<file path="src/rtl/core/binary_to_ascii_number_formatter_assert.svh">
// Assertion macros for the number formatter.
// Each macro expects clk and rst_n in scope at the point of use.
`ifndef BINARY_TO_ASCII_NUMBER_FORMATTER_ASSERT_SVH
`define BINARY_TO_ASCII_NUMBER_FORMATTER_ASSERT_SVH

// condition must never hold
`define B2A_ASSERT_NEVER(label, cond, msg) \
    label: assert property (@(posedge clk) disable iff (!rst_n) !(cond)) \
        else $error(msg);

// antecedent in this cycle implies consequent in the next cycle
`define B2A_ASSERT_NEXT(label, ante, cons, msg) \
    label: assert property (@(posedge clk) disable iff (!rst_n) (ante) |=> (cons)) \
        else $error(msg);

`endif

</file>
<file path="src/rtl/core/b2a_pkg.sv">
// Shared types, constants and helpers for the number formatter.
// No dependencies; imported by b2a_ctrl, b2a_dp, the top level and the verification files.
`default_nettype none

package b2a_pkg;

    typedef enum logic [1:0] {
        FMT_UDEC  = 2'd0,
        FMT_SDEC  = 2'd1,
        FMT_HEX8  = 2'd2,
        FMT_HEX16 = 2'd3
    } fmt_t;

    typedef enum logic [1:0] {
        ST_IDLE,
        ST_CONV,
        ST_EMIT
    } state_t;

    localparam int DEC_DIGITS = 5;
    localparam int RECIP_SHIFT = 19;
    localparam logic [15:0] RECIP_TEN = 16'd52429;

    localparam logic [6:0] CHAR_ZERO  = 7'h30;
    localparam logic [6:0] CHAR_A     = 7'h41;
    localparam logic [6:0] CHAR_MINUS = 7'h2D;

    typedef struct packed {
        logic load_item;
        logic div_step;
        logic emit_char;
    } ctl_cmd_t;

    typedef struct packed {
        logic dec_in;
        logic conv_done;
        logic last_char;
        logic out_free;
    } ctl_sts_t;

    function automatic logic [6:0] hex_char(input logic [3:0] nib);
        if (nib < 4'd10)
        begin
            return CHAR_ZERO + 7'(nib);
        end
        return CHAR_A + 7'(nib - 4'd10);
    endfunction

endpackage

`default_nettype wire

</file>
<file path="src/rtl/core/b2a_num_if.sv">
// Input channel: one number and its format per word.
// Depends on nothing.
`default_nettype none

interface b2a_num_if;
    logic        valid;
    logic        ready;
    logic [1:0]  func;
    logic [15:0] value;

    modport source (output valid, output func, output value, input ready);
    modport sink   (input valid, input func, input value, output ready);
endinterface

`default_nettype wire

</file>
<file path="src/rtl/core/b2a_chr_if.sv">
// Output channel: one ASCII character per word with a last marker.
// Depends on nothing.
`default_nettype none

interface b2a_chr_if;
    logic       valid;
    logic       ready;
    logic [6:0] ascii_char;
    logic       last;

    modport source (output valid, output ascii_char, output last, input ready);
    modport sink   (input valid, input ascii_char, input last, output ready);
endinterface

`default_nettype wire

</file>
<file path="src/rtl/core/b2a_ctrl.sv">
// Controller state machine: accept, divide-by-ten steps, character emission.
// Depends on b2a_pkg.
`default_nettype none

module b2a_ctrl
    import b2a_pkg::*;
(
    input  wire logic     clk,
    input  wire logic     rst_n,
    input  wire logic     item_valid,
    output logic          item_ready,
    input  wire ctl_sts_t sts,
    output ctl_cmd_t      cmd
);

    state_t state_reg;
    state_t state_next;

    always_ff @(posedge clk or negedge rst_n)
    begin
        if (!rst_n)
        begin
            state_reg <= ST_IDLE;
        end
        else
        begin
            state_reg <= state_next;
        end
    end

    always_comb
    begin
        state_next = state_reg;
        unique case (state_reg)
            ST_IDLE:
            begin
                if (item_valid)
                begin
                    state_next = sts.dec_in ? ST_CONV : ST_EMIT;
                end
            end
            ST_CONV:
            begin
                if (sts.conv_done)
                begin
                    state_next = ST_EMIT;
                end
            end
            ST_EMIT:
            begin
                if (sts.out_free && sts.last_char)
                begin
                    state_next = ST_IDLE;
                end
            end
            default:
            begin
                state_next = ST_IDLE;
            end
        endcase
    end

    always_comb
    begin
        item_ready    = 1'b0;
        cmd.load_item = 1'b0;
        cmd.div_step  = 1'b0;
        cmd.emit_char = 1'b0;
        unique case (state_reg)
            ST_IDLE:
            begin
                item_ready    = 1'b1;
                cmd.load_item = item_valid;
            end
            ST_CONV:
            begin
                cmd.div_step = 1'b1;
            end
            ST_EMIT:
            begin
                cmd.emit_char = sts.out_free;
            end
            default:
            begin
                item_ready = 1'b0;
            end
        endcase
    end

endmodule

`default_nettype wire

</file>
<file path="src/rtl/core/b2a_dp.sv">
// Datapath: operand registers, reciprocal divide-by-ten, digit store,
// character select and the output register. Depends on b2a_pkg.
`default_nettype none

module b2a_dp
    import b2a_pkg::*;
(
    input  wire logic        clk,
    input  wire logic        rst_n,
    input  wire logic [1:0]  func,
    input  wire logic [15:0] value,
    input  wire ctl_cmd_t    cmd,
    output ctl_sts_t         sts,
    output logic             valid,
    input  wire logic        ready,
    output logic [6:0]       ascii_char,
    output logic             last
);

    fmt_t        func_reg;
    logic [15:0] val_reg;
    logic [15:0] mag_reg;
    logic        neg_reg;
    logic [3:0]  digs_reg [DEC_DIGITS];
    logic [2:0]  div_cnt_reg;
    logic [2:0]  pos_reg;
    logic        valid_reg;
    logic [6:0]  char_reg;
    logic        last_reg;

    logic        neg_in;
    logic [31:0] prod;
    logic [12:0] quot;
    logic [15:0] quot_x10;
    logic [15:0] rem;
    logic [2:0]  sig;
    logic [2:0]  nchar;
    logic [2:0]  dig_pos;
    logic [2:0]  dig_idx;
    logic [3:0]  dig;
    logic [1:0]  nib_sel;
    logic [3:0]  nib;
    logic [6:0]  char_sel;

    assign neg_in   = (fmt_t'(func) == FMT_SDEC) && value[15];
    assign prod     = 32'(mag_reg) * 32'(RECIP_TEN);
    assign quot     = prod[31:RECIP_SHIFT];
    assign quot_x10 = 16'({quot, 3'b000}) + 16'({quot, 1'b0});
    assign rem      = mag_reg - quot_x10;

    always_comb
    begin
        sig = 3'd1;
        for (int i = 1; i < DEC_DIGITS; i++)
        begin
            if (digs_reg[i] != 4'd0)
            begin
                sig = 3'(i + 1);
            end
        end
    end

    always_comb
    begin
        case (func_reg)
            FMT_HEX8:  nchar = 3'd2;
            FMT_HEX16: nchar = 3'd4;
            default:   nchar = sig + 3'(neg_reg);
        endcase
    end

    assign dig_pos = pos_reg - 3'(neg_reg);
    assign dig_idx = sig - 3'd1 - dig_pos;

    always_comb
    begin
        case (dig_idx)
            3'd0:    dig = digs_reg[0];
            3'd1:    dig = digs_reg[1];
            3'd2:    dig = digs_reg[2];
            3'd3:    dig = digs_reg[3];
            3'd4:    dig = digs_reg[4];
            default: dig = 4'd0;
        endcase
    end

    assign nib_sel = (func_reg == FMT_HEX8) ? (pos_reg[1:0] + 2'd2) : pos_reg[1:0];

    always_comb
    begin
        case (nib_sel)
            2'd0:    nib = val_reg[15:12];
            2'd1:    nib = val_reg[11:8];
            2'd2:    nib = val_reg[7:4];
            default: nib = val_reg[3:0];
        endcase
    end

    always_comb
    begin
        if (func_reg[1])
        begin
            char_sel = hex_char(nib);
        end
        else if (neg_reg && (pos_reg == 3'd0))
        begin
            char_sel = CHAR_MINUS;
        end
        else
        begin
            char_sel = CHAR_ZERO + 7'(dig);
        end
    end

    assign sts.dec_in    = !func[1];
    assign sts.conv_done = (div_cnt_reg == 3'(DEC_DIGITS - 1));
    assign sts.last_char = (pos_reg == (nchar - 3'd1));
    assign sts.out_free  = !valid_reg || ready;

    // operand, digit and output character registers
    always_ff @(posedge clk)
    begin
        if (cmd.load_item)
        begin
            func_reg <= fmt_t'(func);
            val_reg  <= value;
            neg_reg  <= neg_in;
            mag_reg  <= neg_in ? (~value + 16'd1) : value;
        end
        else if (cmd.div_step)
        begin
            mag_reg <= 16'(quot);
            for (int i = 0; i < DEC_DIGITS - 1; i++)
            begin
                digs_reg[i] <= digs_reg[i + 1];
            end
            digs_reg[DEC_DIGITS - 1] <= rem[3:0];
        end
        if (cmd.emit_char)
        begin
            char_reg <= char_sel;
            last_reg <= sts.last_char;
        end
    end

    always_ff @(posedge clk or negedge rst_n)
    begin
        if (!rst_n)
        begin
            div_cnt_reg <= 3'd0;
            pos_reg     <= 3'd0;
            valid_reg   <= 1'b0;
        end
        else
        begin
            if (cmd.load_item)
            begin
                div_cnt_reg <= 3'd0;
                pos_reg     <= 3'd0;
            end
            else
            begin
                if (cmd.div_step)
                begin
                    div_cnt_reg <= div_cnt_reg + 3'd1;
                end
                if (cmd.emit_char)
                begin
                    pos_reg <= pos_reg + 3'd1;
                end
            end
            if (cmd.emit_char)
            begin
                valid_reg <= 1'b1;
            end
            else if (ready)
            begin
                valid_reg <= 1'b0;
            end
        end
    end

    assign valid      = valid_reg;
    assign ascii_char = char_reg;
    assign last       = last_reg;

endmodule

`default_nettype wire

</file>
<file path="src/rtl/core/binary_to_ascii_number_formatter.sv">
// Top level of the binary to ASCII number formatter.
// Depends on b2a_pkg, b2a_num_if, b2a_chr_if, b2a_ctrl, b2a_dp and the assert header.
//
//   channel | dir | word payload          | handshake
//   --------+-----+-----------------------+--------------
//   num     | in  | func[1:0], value[15:0] | valid / ready
//   chr     | out | ascii_char[6:0], last  | valid / ready
//
// Decimal: accept, then a divide-by-ten step per digit slot (five slots) through one
// reciprocal multiplier, then 1 to 6 characters, one per cycle while chr is not stalled.
// Hex: accept, then 2 or 4 characters at the same rate.
// One output register; a stalled chr channel holds emission, num stays not ready.
// rst_n clears the state machine, counters and output valid asynchronously.
`default_nettype none

module binary_to_ascii_number_formatter
    import b2a_pkg::*;
(
    input  wire logic clk,
    input  wire logic rst_n,
    b2a_num_if.sink   num,
    b2a_chr_if.source chr
);

    ctl_cmd_t cmd;
    ctl_sts_t sts;

    b2a_ctrl u_ctrl (
        .clk        (clk),
        .rst_n      (rst_n),
        .item_valid (num.valid),
        .item_ready (num.ready),
        .sts        (sts),
        .cmd        (cmd)
    );

    b2a_dp u_dp (
        .clk        (clk),
        .rst_n      (rst_n),
        .func       (num.func),
        .value      (num.value),
        .cmd        (cmd),
        .sts        (sts),
        .valid      (chr.valid),
        .ready      (chr.ready),
        .ascii_char (chr.ascii_char),
        .last       (chr.last)
    );

`include "binary_to_ascii_number_formatter_assert.svh"

    `B2A_ASSERT_NEXT(a_busy_after_accept, num.valid && num.ready, !num.ready, "ready after accept")
    `B2A_ASSERT_NEXT(a_last_loaded, cmd.emit_char && sts.last_char, chr.valid && chr.last, "last lost")
    `B2A_ASSERT_NEVER(a_load_vs_emit, cmd.load_item && (cmd.emit_char || cmd.div_step), "cmd clash")

endmodule

`default_nettype wire

</file>
<file path="src/flat_wrapper.sv">
// flat-port wrapper written by rule: the top's interface ports become plain ports
module binary_to_ascii_number_formatter_flat import b2a_pkg::*;
  (clk, rst_n, num_valid, num_func, num_value, num_ready, chr_valid, chr_ascii_char, chr_last, chr_ready);
  b2a_num_if num_i ();
  b2a_chr_if chr_i ();
  input  wire logic clk;
  input  wire logic rst_n;
  input wire logic [$bits(num_i.valid)-1:0] num_valid;
  input wire logic [$bits(num_i.func)-1:0] num_func;
  input wire logic [$bits(num_i.value)-1:0] num_value;
  output wire logic [$bits(num_i.ready)-1:0] num_ready;
  output wire logic [$bits(chr_i.valid)-1:0] chr_valid;
  output wire logic [$bits(chr_i.ascii_char)-1:0] chr_ascii_char;
  output wire logic [$bits(chr_i.last)-1:0] chr_last;
  input wire logic [$bits(chr_i.ready)-1:0] chr_ready;
  assign num_i.valid = num_valid;
  assign num_i.func = num_func;
  assign num_i.value = num_value;
  assign num_ready = num_i.ready;
  assign chr_valid = chr_i.valid;
  assign chr_ascii_char = chr_i.ascii_char;
  assign chr_last = chr_i.last;
  assign chr_i.ready = chr_ready;
  binary_to_ascii_number_formatter u_core (.clk(clk), .rst_n(rst_n), .num(num_i), .chr(chr_i));
endmodule
</file>
<file path="config.mk">
export PLATFORM = sky130hd
export DESIGN_NAME = binary_to_ascii_number_formatter_flat
export DESIGN_NICKNAME = d
export VERILOG_FILES = /design/src/rtl/core/b2a_pkg.sv /design/src/rtl/core/b2a_num_if.sv /design/src/rtl/core/b2a_chr_if.sv /design/src/rtl/core/b2a_ctrl.sv /design/src/rtl/core/b2a_dp.sv /design/src/rtl/core/binary_to_ascii_number_formatter.sv /design/src/flat_wrapper.sv
export VERILOG_INCLUDE_DIRS = /design/src /design/src/rtl/core
export SDC_FILE = /design/constraint.sdc
export NUM_CORES = 1
export LEC_CHECK = 0
export BUFFER_PORTS_ARGS = -buffer_cell sky130_fd_sc_hd__buf_2
export CAP_MARGIN = 20
export CORE_ASPECT_RATIO = 1.1
export CORE_MARGIN = 2
export CORE_UTILIZATION = 50
export DETAILED_ROUTE_END_ITERATION = 10
export GPL_TIMING_DRIVEN = 0
export PLACE_DENSITY = 0.73
export SLEW_MARGIN = 20
export SYNTH_ARGS = -nofsm -noshare
export SYNTH_HDL_FRONTEND = slang
export SYNTH_SLANG_ARGS = --single-unit
</file>
<file path="constraint.sdc">
create_clock -name clk -period 14.85 [get_ports clk]
set_input_delay 0.7425 -clock clk [delete_from_list [all_inputs] [get_ports clk]]
set_output_delay 0.7425 -clock clk [all_outputs]
set_load 0.01 [all_outputs]
</file>
==> results.toml, run 1 <==
[clock_network]
cts-htree-levels = 3
cts_hold_buf = 0
cts_setup_buffers = 0
clock_path_buffers = 2
numClockSinks = 72
clk_pin_slew_ns = 0.06
root_buffer = "clkbuf_16"
clock_latency_ns = 0.34
cts_tree = "built"
cts.repair.resized = 0
numCtsBuffers = 9

[worst_setup_path]
worstReg2RegStart = "u_core.u_dp.mag_reg[11]"
worstSetupPathType = "flip-flop to flip-flop"
startpoint_type = "flip-flop"
arrival_ns = 6.27
end_kind = "flip-flop"
reg2reg_depth = 20
path_max_fanout = 5
rrSetupSlack_ns = 8.65
reg2reg_to = "u_core.u_dp.digs_reg[0][19]"
crit_required_ns = 14.93

[floorplan]
die_x_um = 127
die_h_um = 139
dieArea_sq_um = 17600
ios = 32
start_util_pct = 50.8
core-area_sq_um = 16300
rows = 49

[logic_synthesis]
netlist_instances = 781
synth_edf_count = 63
synthFlopType = "edfxtp_1"
async_flop_share_pct = 12.5
post_synth_num_cell_types = 64
syn_avg_cell_area_sq_um = 10.6
ys_ff_latch = 72
yosysWarnings = 0
syn_area_sq_um = 8280
seq_area_frac_synth_pct = 25.6
syn_nets = 1030

[timing]
drv_slew = 0
setup-violations-final = 0
tightestPinTransition_ns = 0.946
slew_headroom_pct = 36.8
finalCritPeriodShare_pct = 41.7
rsz0062_at_grt = "no"
final.setup.worst_slack_ns = 8.65
setup_tns_ns = 0
clock_skew_ns = 0.00679
fmax_mhz = 161
fin_crit_ns = 6.20
finalHoldViolCount = 0

[placement]
gp_congestion = 0.966
pre_cts_ws_ns = 8.68
dpl-instance-area_sq_um = 8710
hpwl_um = 14200
dp_cells = 1017
portBuffers = 31

[global_route]
grt_max_degree = 29
grt_pass1_vias = 5790
grt_pass1_wl_um = 28500
grt_antenna_before_repair = 0
grt-ovfl-total = 0
grt_usage_pct = 20.5

[cells_and_area]
layout_common_cells = "inv_1 (178), ha_1 (145), fa_1 (82)"
antenna_cells = 0
largest_reg_flops = 20
finalNetCount = 1073
design_area_sq_um = 9030
drive_gt1_share_pct = 8.44
final_common_cell = "inv_1"
areaGrowthSynthToFinish_pct = 8.96
final_cells = 1033

[detailed_routing]
wl_per_cell_um = 16.3
vias_per_cell = 5.38
remaining_drc_errors = 0
via_count = 5555
drtPass1Iterations = 6
drt-total-wl_um = 16900
antenna_left = 0
initialDrtViolationCount = 209

[min_path]
hold_path.class = "input pin to async pin"

[flow_run]
maxCapViolCount = 0

[outcome]
run_status = "complete, no violations"
[routing by layer]
metal  vias to the layer above  global-route usage, %  part of all wire [%]  wire, um
met2                       123                   35.3                    50      8480
met4                         0                   5.03                   2.0       334
met3                        25                   3.67                   3.9       650
met1                      2705                   27.1                    44      7400
li1                       2702                      -                     -         -
met5                         -                      0                     0         0
[critical path: stages, from the launching register on]
cell and delay [ns]:
edfxtp_1 0.56, ha_1 0.40, ha_1 0.29, inv_1 0.05, fa_1 0.50, inv_1 0.05, fa_1 0.48, fa_1 0.56
inv_1 0.08, fa_1 0.54, inv_1 0.04, ha_1 0.33, a21oi_2 0.22, o211ai_1 0.21, a221o_1 0.37, a21o_1 0.20
a21oi_1 0.17, xnor2_1 0.11, ha_1 0.20, xnor2_1 0.22, xnor3_1 0.34
[logic make-up after synthesis]
| kind of cell | after synthesis | synth area share, % |
|---|---|---|
| AOI/OAI and AO/OA | 108 | 9.09 |
| xor gates and xnor gates | 45 | 5.24 |
| adders and majority gates | 227 | 41.7 |
| buffers and inverters | 187 | 8.52 |
| DFF | 72 | 25.6 |
| muxes | 14 | 2.30 |
| and+or+nand+nor | 128 | 7.58 |
[worst max path at each step]
stage / cells past startpoint / end / slack (ns) / start
after global placement: 19 / u_core.u_dp.digs_reg[0][19] / 8.76 / u_core.u_dp.mag_reg[7]
after global routing: 19 / u_core.u_dp.digs_reg[0][19] / 8.39 / u_core.u_dp.mag_reg[7]
after detailed placement: 20 / u_core.u_dp.digs_reg[0][19] / 8.68 / u_core.u_dp.mag_reg[11]
after floorplan: 19 / u_core.u_dp.digs_reg[0][19] / 9.32 / u_core.u_dp.mag_reg[6]
final: 20 / u_core.u_dp.digs_reg[0][19] / 8.65 / u_core.u_dp.mag_reg[11]
after CTS: 20 / u_core.u_dp.digs_reg[0][19] / 8.67 / u_core.u_dp.mag_reg[11]
[cell type report]
| type | count | area, sq um |
|---|---|---|
| plain buffers | 9 | 38.8 |
| clock buffers | 12 | 267 |
| clock inverters | 4 | 51.3 |
| fillers | 1446 | 7280 |
| inverters | 178 | 668 |
| multi-input cells | 522 | 5470 |
| flip-flops and latches | 72 | 2120 |
| well taps | 204 | 255 |
| repair buffers | 32 | 163 |
[Yosys cell counts (all sizes together), types with 7 or more instances]
cell | number | area, sq um
a211oi | 7 | 62.6
a21o | 10 | 75.1
a21oi | 30 | 158
clkbuf | 8 | 30.0
dfrtp | 9 | 225
edfxtp | 63 | 1890
fa | 82 | 1640
ha | 145 | 1810
inv | 178 | 668
mux2i | 10 | 100
nand2 | 44 | 168
nand3 | 11 | 55.1
nor2 | 30 | 113
nor3 | 11 | 60.1
o21ai | 24 | 135
xnor2 | 27 | 263
xor2 | 17 | 149
[per-stage QoR]
stage	util, %	hold slack [ns]
6_report	55.3	0.248
5_1_grt	55.3	0.260
4_1_cts	55.3	0.250
3_5_place_dp	53.4	0.477
3_3_place_gp	53.3	0.482
2_1_floorplan	-	0.447
Power of run 1 is not shown: default switching activity piles up to over one toggle a cycle in this logic, so the estimate is an artifact.
==> inputs of run 2 (changes only) <==
==> constraint.sdc (replaced) <==
create_clock -name clk -period 6.13 [get_ports clk]
set_input_delay 0.3065 -clock clk [delete_from_list [all_inputs] [get_ports clk]]
set_output_delay 0.3065 -clock clk [all_outputs]
set_load 0.01 [all_outputs]
==> results.toml, run 2 (same netlist as run 1, synthesis figures left out) <==
[timing]
slew_headroom_pct = 36.7
setup_tns_ns = 0
tightestPinTransition_ns = 0.949
setup-violations-final = 0
finalCritPeriodShare_pct = 97.8
holdWs_ns = 0.163
clock_skew_ns = 0.00633
finalHoldViolCount = 0
drv_slew = 0
fmax_mhz = 167
rsz0062_at_grt = "no"
fin_crit_ns = 5.99

[cells_and_area]
final_common_cell = "inv_1"
areaGrowthSynthToFinish_pct = 11.2
layout_common_cells = "inv_1 (178), ha_1 (138), fa_1 (82)"
fin_util_pct = 56.5
finalNetCount = 1087
design_area_sq_um = 9210
drive_gt1_share_pct = 10.9
antenna_cells = 0
nFillCells = 1420
largest_reg_flops = 20

[worst_setup_path]
crit_required_ns = 6.21
crit_end = "u_core.u_dp.digs_reg[0][19]"
end_kind = "flip-flop"
rrSetupSlack_ns = 0.14
startpoint_type = "flip-flop"
reg2reg_to = "u_core.u_dp.digs_reg[0][19]"
worstSetupStartpoint = "u_core.u_dp.mag_reg[6]"
path_max_fanout = 3
reg2reg_depth = 18
worstReg2RegStart = "u_core.u_dp.mag_reg[6]"
worstSetupPathType = "flip-flop to flip-flop"
arrival_ns = 6.07

[detailed_routing]
initialDrtViolationCount = 235
drt-total-wl_um = 17100
wl_per_cell_um = 16.3
vias_per_cell = 5.37
drtPass1Iterations = 6
remaining_drc_errors = 0
via_count = 5621
antenna_left = 0

[min_path]
hold_path.class = "input pin to flip-flop"
min_path_cells = 1

[clock_network]
numCtsBuffers = 9
clk_pin_slew_ns = 0.06
root_buffer = "clkbuf_16"
cts_tree = "built"
cts-htree-levels = 3
clock_latency_ns = 0.34
clock_path_buffers = 2
numClockSinks = 72

[global_route]
grt_pass1_vias = 5805
grt_usage_pct = 20.6
grt_pass1_wl_um = 28500
grt_max_degree = 29
grt_antenna_before_repair = 0
grt-ovfl-total = 0

[floorplan]
start_util_pct = 50.8
rows = 49
core-area_sq_um = 16300
die_h_um = 139
die_x_um = 127
dieArea_sq_um = 17600
ios = 32

[outcome]
run_status = "complete, no violations"

[placement]
dpl-instance-area_sq_um = 8710
portBuffers = 31
gp_congestion = 0.966
hpwl_um = 14200

[flow_run]
maxCapViolCount = 0
run 2: cell count changes in the layout (fill, tap and decap cells not counted), sizes merged:
cell,delta
dlygate4sd3,+1
buf,+13
run 2: worst min path at each step:
stage                                  to  slack [ns]         from
6_report          u_core.u_dp.func_reg[0]        0.16  num_func[0]
5_1_grt           u_core.u_dp.func_reg[0]        0.16  num_func[0]
4_1_cts           u_core.u_dp.func_reg[0]        0.16  num_func[0]
3_5_place_dp   u_core.u_ctrl.state_reg[0]        0.17        rst_n
3_3_place_gp            u_core.u_dp.valid        0.17        rst_n
2_1_floorplan  u_core.u_ctrl.state_reg[0]        0.01        rst_n
run 2: repair_timing:
item / in CTS / in global routing
hold buffers: 1 / 0
buffers inserted: 2 / 11
gates resized for setup: 0 / 11
pin swaps: 0 / 5
hold endpoints to repair: 9 / 0
endpoints found under the setup margin: 1 / 2
run 2: stage by stage:
step	cells	setup WS [ns]
3_5_place_dp	1017	-0.0426
3_3_place_gp	1016	0.0381
4_1_cts	1036	0.0101
5_1_grt	1047	0.00674
2_1_floorplan	781	0.597
6_report	1047	0.137
run 2: worst max-delay path, cell delays in order, from the launching register on:
cell      delay, ns
edfxtp_1       0.50
buf_4          0.21
ha_1           0.37
ha_1           0.36
fa_1           0.53
fa_1           0.53
fa_1           0.54
inv_1          0.05
fa_1           0.52
inv_1          0.05
ha_1           0.35
a211oi_1       0.35
o21ai_0        0.15
a21o_1         0.19
a21oi_1        0.18
xnor2_1        0.17
ha_2           0.24
xnor2_2        0.13
xnor3_1        0.32
run 2: metal layers:
layer	wire length [um]	track usage (%)
met1	7400	27.3
met2	8660	35.3
met3	694	3.40
met4	332	5.44
met5	0	0
run 2: cell type report:
type	instances	area (sq um)	share of cell area (%)
buffer	9	38.8	0.421
clock buffer	12	267	2.89
clock inverter	4	51.3	0.557
inverter	178	668	7.25
multi-input combinational	522	5540	60.2
sequential	72	2120	23.0
tap	204	255	2.77
timing repair buffer	46	270	2.93
Power of run 2 is left out for the same reason.
==> inputs of run 3 (changes only) <==
--- a/config.mk
+++ b/config.mk
@@ -14,6 +14,7 @@
 export DETAILED_ROUTE_END_ITERATION = 10
 export GPL_TIMING_DRIVEN = 0
 export PLACE_DENSITY = 0.73
+export SETUP_SLACK_MARGIN = 0.15
 export SLEW_MARGIN = 20
 export SYNTH_ARGS = -nofsm -noshare
 export SYNTH_HDL_FRONTEND = slang
==> results.toml, run 3 (same netlist as run 1, synthesis figures left out) <==
[clock_network]
clock_latency_ns = 0.33
clock_path_buffers = 2
numCtsBuffers = 9
cts-htree-levels = 3
numClockSinks = 72
cts_tree = "built"
root_buffer = "clkbuf_16"
clk_pin_slew_ns = 0.06

[timing]
fmax_mhz = 170
clock_skew_ns = 0.00660
drv_slew = 0
setup_tns_ns = 0
fin_crit_ns = 5.88
finalHoldViolCount = 0
rsz0062_at_grt = "yes"
tightestPinTransition_ns = 0.953
finalCritPeriodShare_pct = 95.9
slew_headroom_pct = 36.4
setup-violations-final = 0

[cells_and_area]
finalNetCount = 1098
drive_gt1_share_pct = 13.1
largest_reg_flops = 20
antenna_cells = 0
areaGrowthSynthToFinish_pct = 13.2
nFillCells = 1388
layout_common_cells = "inv_1 (178), ha_1 (134), fa_1 (81)"
final_common_cell = "inv_1"

[global_route]
grt_usage_pct = 20.8
grt_max_degree = 29
grt_pass1_vias = 5839
grt_antenna_before_repair = 0
grt_pass1_wl_um = 28800
grt-ovfl-total = 0

[detailed_routing]
antenna_left = 0
drtPass1Iterations = 5
vias_per_cell = 5.32
drt-total-wl_um = 17300
initialDrtViolationCount = 276
via_count = 5632
wl_per_cell_um = 16.4
remaining_drc_errors = 0

[worst_setup_path]
path_cells = "ha_4 > ha_1 > inv_1 > fa_1 > inv_1 > fa_1 > fa_1 > inv_1 > fa_1 > inv_1 > ha_4 > a21oi_4 > o211ai_1 > a221o_1 > a21o_1 > a21oi_2 > xnor2_2 > ha_4 > nand2_1 > nand2_1 > xnor3_1"
worstSetupPathType = "flip-flop to flip-flop"
path_max_fanout = 3
arrival_ns = 5.96
end_kind = "flip-flop"
startpoint_type = "flip-flop"
worst_path_max_delay_cell = "fa_1"
rrSetupSlack_ns = 0.25
cpLargestDelayFamily = "adder cells"
crit_required_ns = 6.20
cpPeakStageDelay_ns = 0.56
cp_num_buf_inv = 4

[placement]
hpwl_um = 14200
gp_congestion = 0.966
portBuffers = 31

[floorplan]
dieArea_sq_um = 17600
start_util_pct = 50.8
die_h_um = 139
core-area_sq_um = 16300
ios = 32
rows = 49
die_x_um = 127

[outcome]
run_status = "complete, no violations"

[min_path]
hold_path.class = "input pin to flip-flop"

[flow_run]
maxCapViolCount = 0
run 3: area by class of cell:
cell class / instances / area [sq um] / share of cell area, %
clock inverters: 4 / 51.3 / 0.547
multi-input cells: 522 / 5630 / 60.0
inverters: 178 / 668 / 7.13
clock buffers: 12 / 267 / 2.84
plain buffers: 9 / 38.8 / 0.414
repair buffers: 57 / 353 / 3.76
well taps: 204 / 255 / 2.72
flip-flops and latches: 72 / 2120 / 22.6
run 3: path summary, 6_finish.rpt:
check | start | to | cells after the start
max | u_core.u_dp.mag_reg[11] | u_core.u_dp.digs_reg[0][19] | 21
min | num_func[0] | u_core.u_dp.func_reg[0] | 1
max reg2reg | u_core.u_dp.mag_reg[11] | u_core.u_dp.digs_reg[0][19] | 21
min reg2reg | u_core.u_dp.digs_reg[0][13] | u_core.u_dp.digs_reg[0][9] | 0
max in group asynchronous | rst_n | u_core.u_ctrl.state_reg[0] | 2
min in group asynchronous | rst_n | u_core.u_dp.pos_reg[0] | 2
run 3: what timing repair did:
action | 4_1_cts | 5_1_grt
setup endpoints to repair | 1 | 2
endpoints found under the hold margin | 9 | 0
pin swaps | 3 | 17
buffers inserted | 12 | 12
hold buffers | 1 | 0
resized for setup | 4 | 17
run 3: through the flow:
step	util, %	hold WS, ns	cell area, sq um	setup slack (ns)	cells
2_1_floorplan	-	0.0109	8280	0.597	781
3_3_place_gp	53.3	0.173	8690	0.0381	1016
3_5_place_dp	53.4	0.171	8710	-0.0426	1017
4_1_cts	56.1	0.158	9150	0.155	1046
5_1_grt	57.5	0.163	9380	0.0965	1058
6_report	57.5	0.166	9380	0.249	1058
run 3: metal layers:
layer | GRT usage [%] | wire length, um | part of all wire, %
met5 | 0 | 0 | 0
met4 | 5.67 | 400 | 2.3
met3 | 3.32 | 606 | 3.5
met2 | 35.7 | 8700 | 50
met1 | 27.4 | 7620 | 44
Power of run 3 is left out for the same reason.
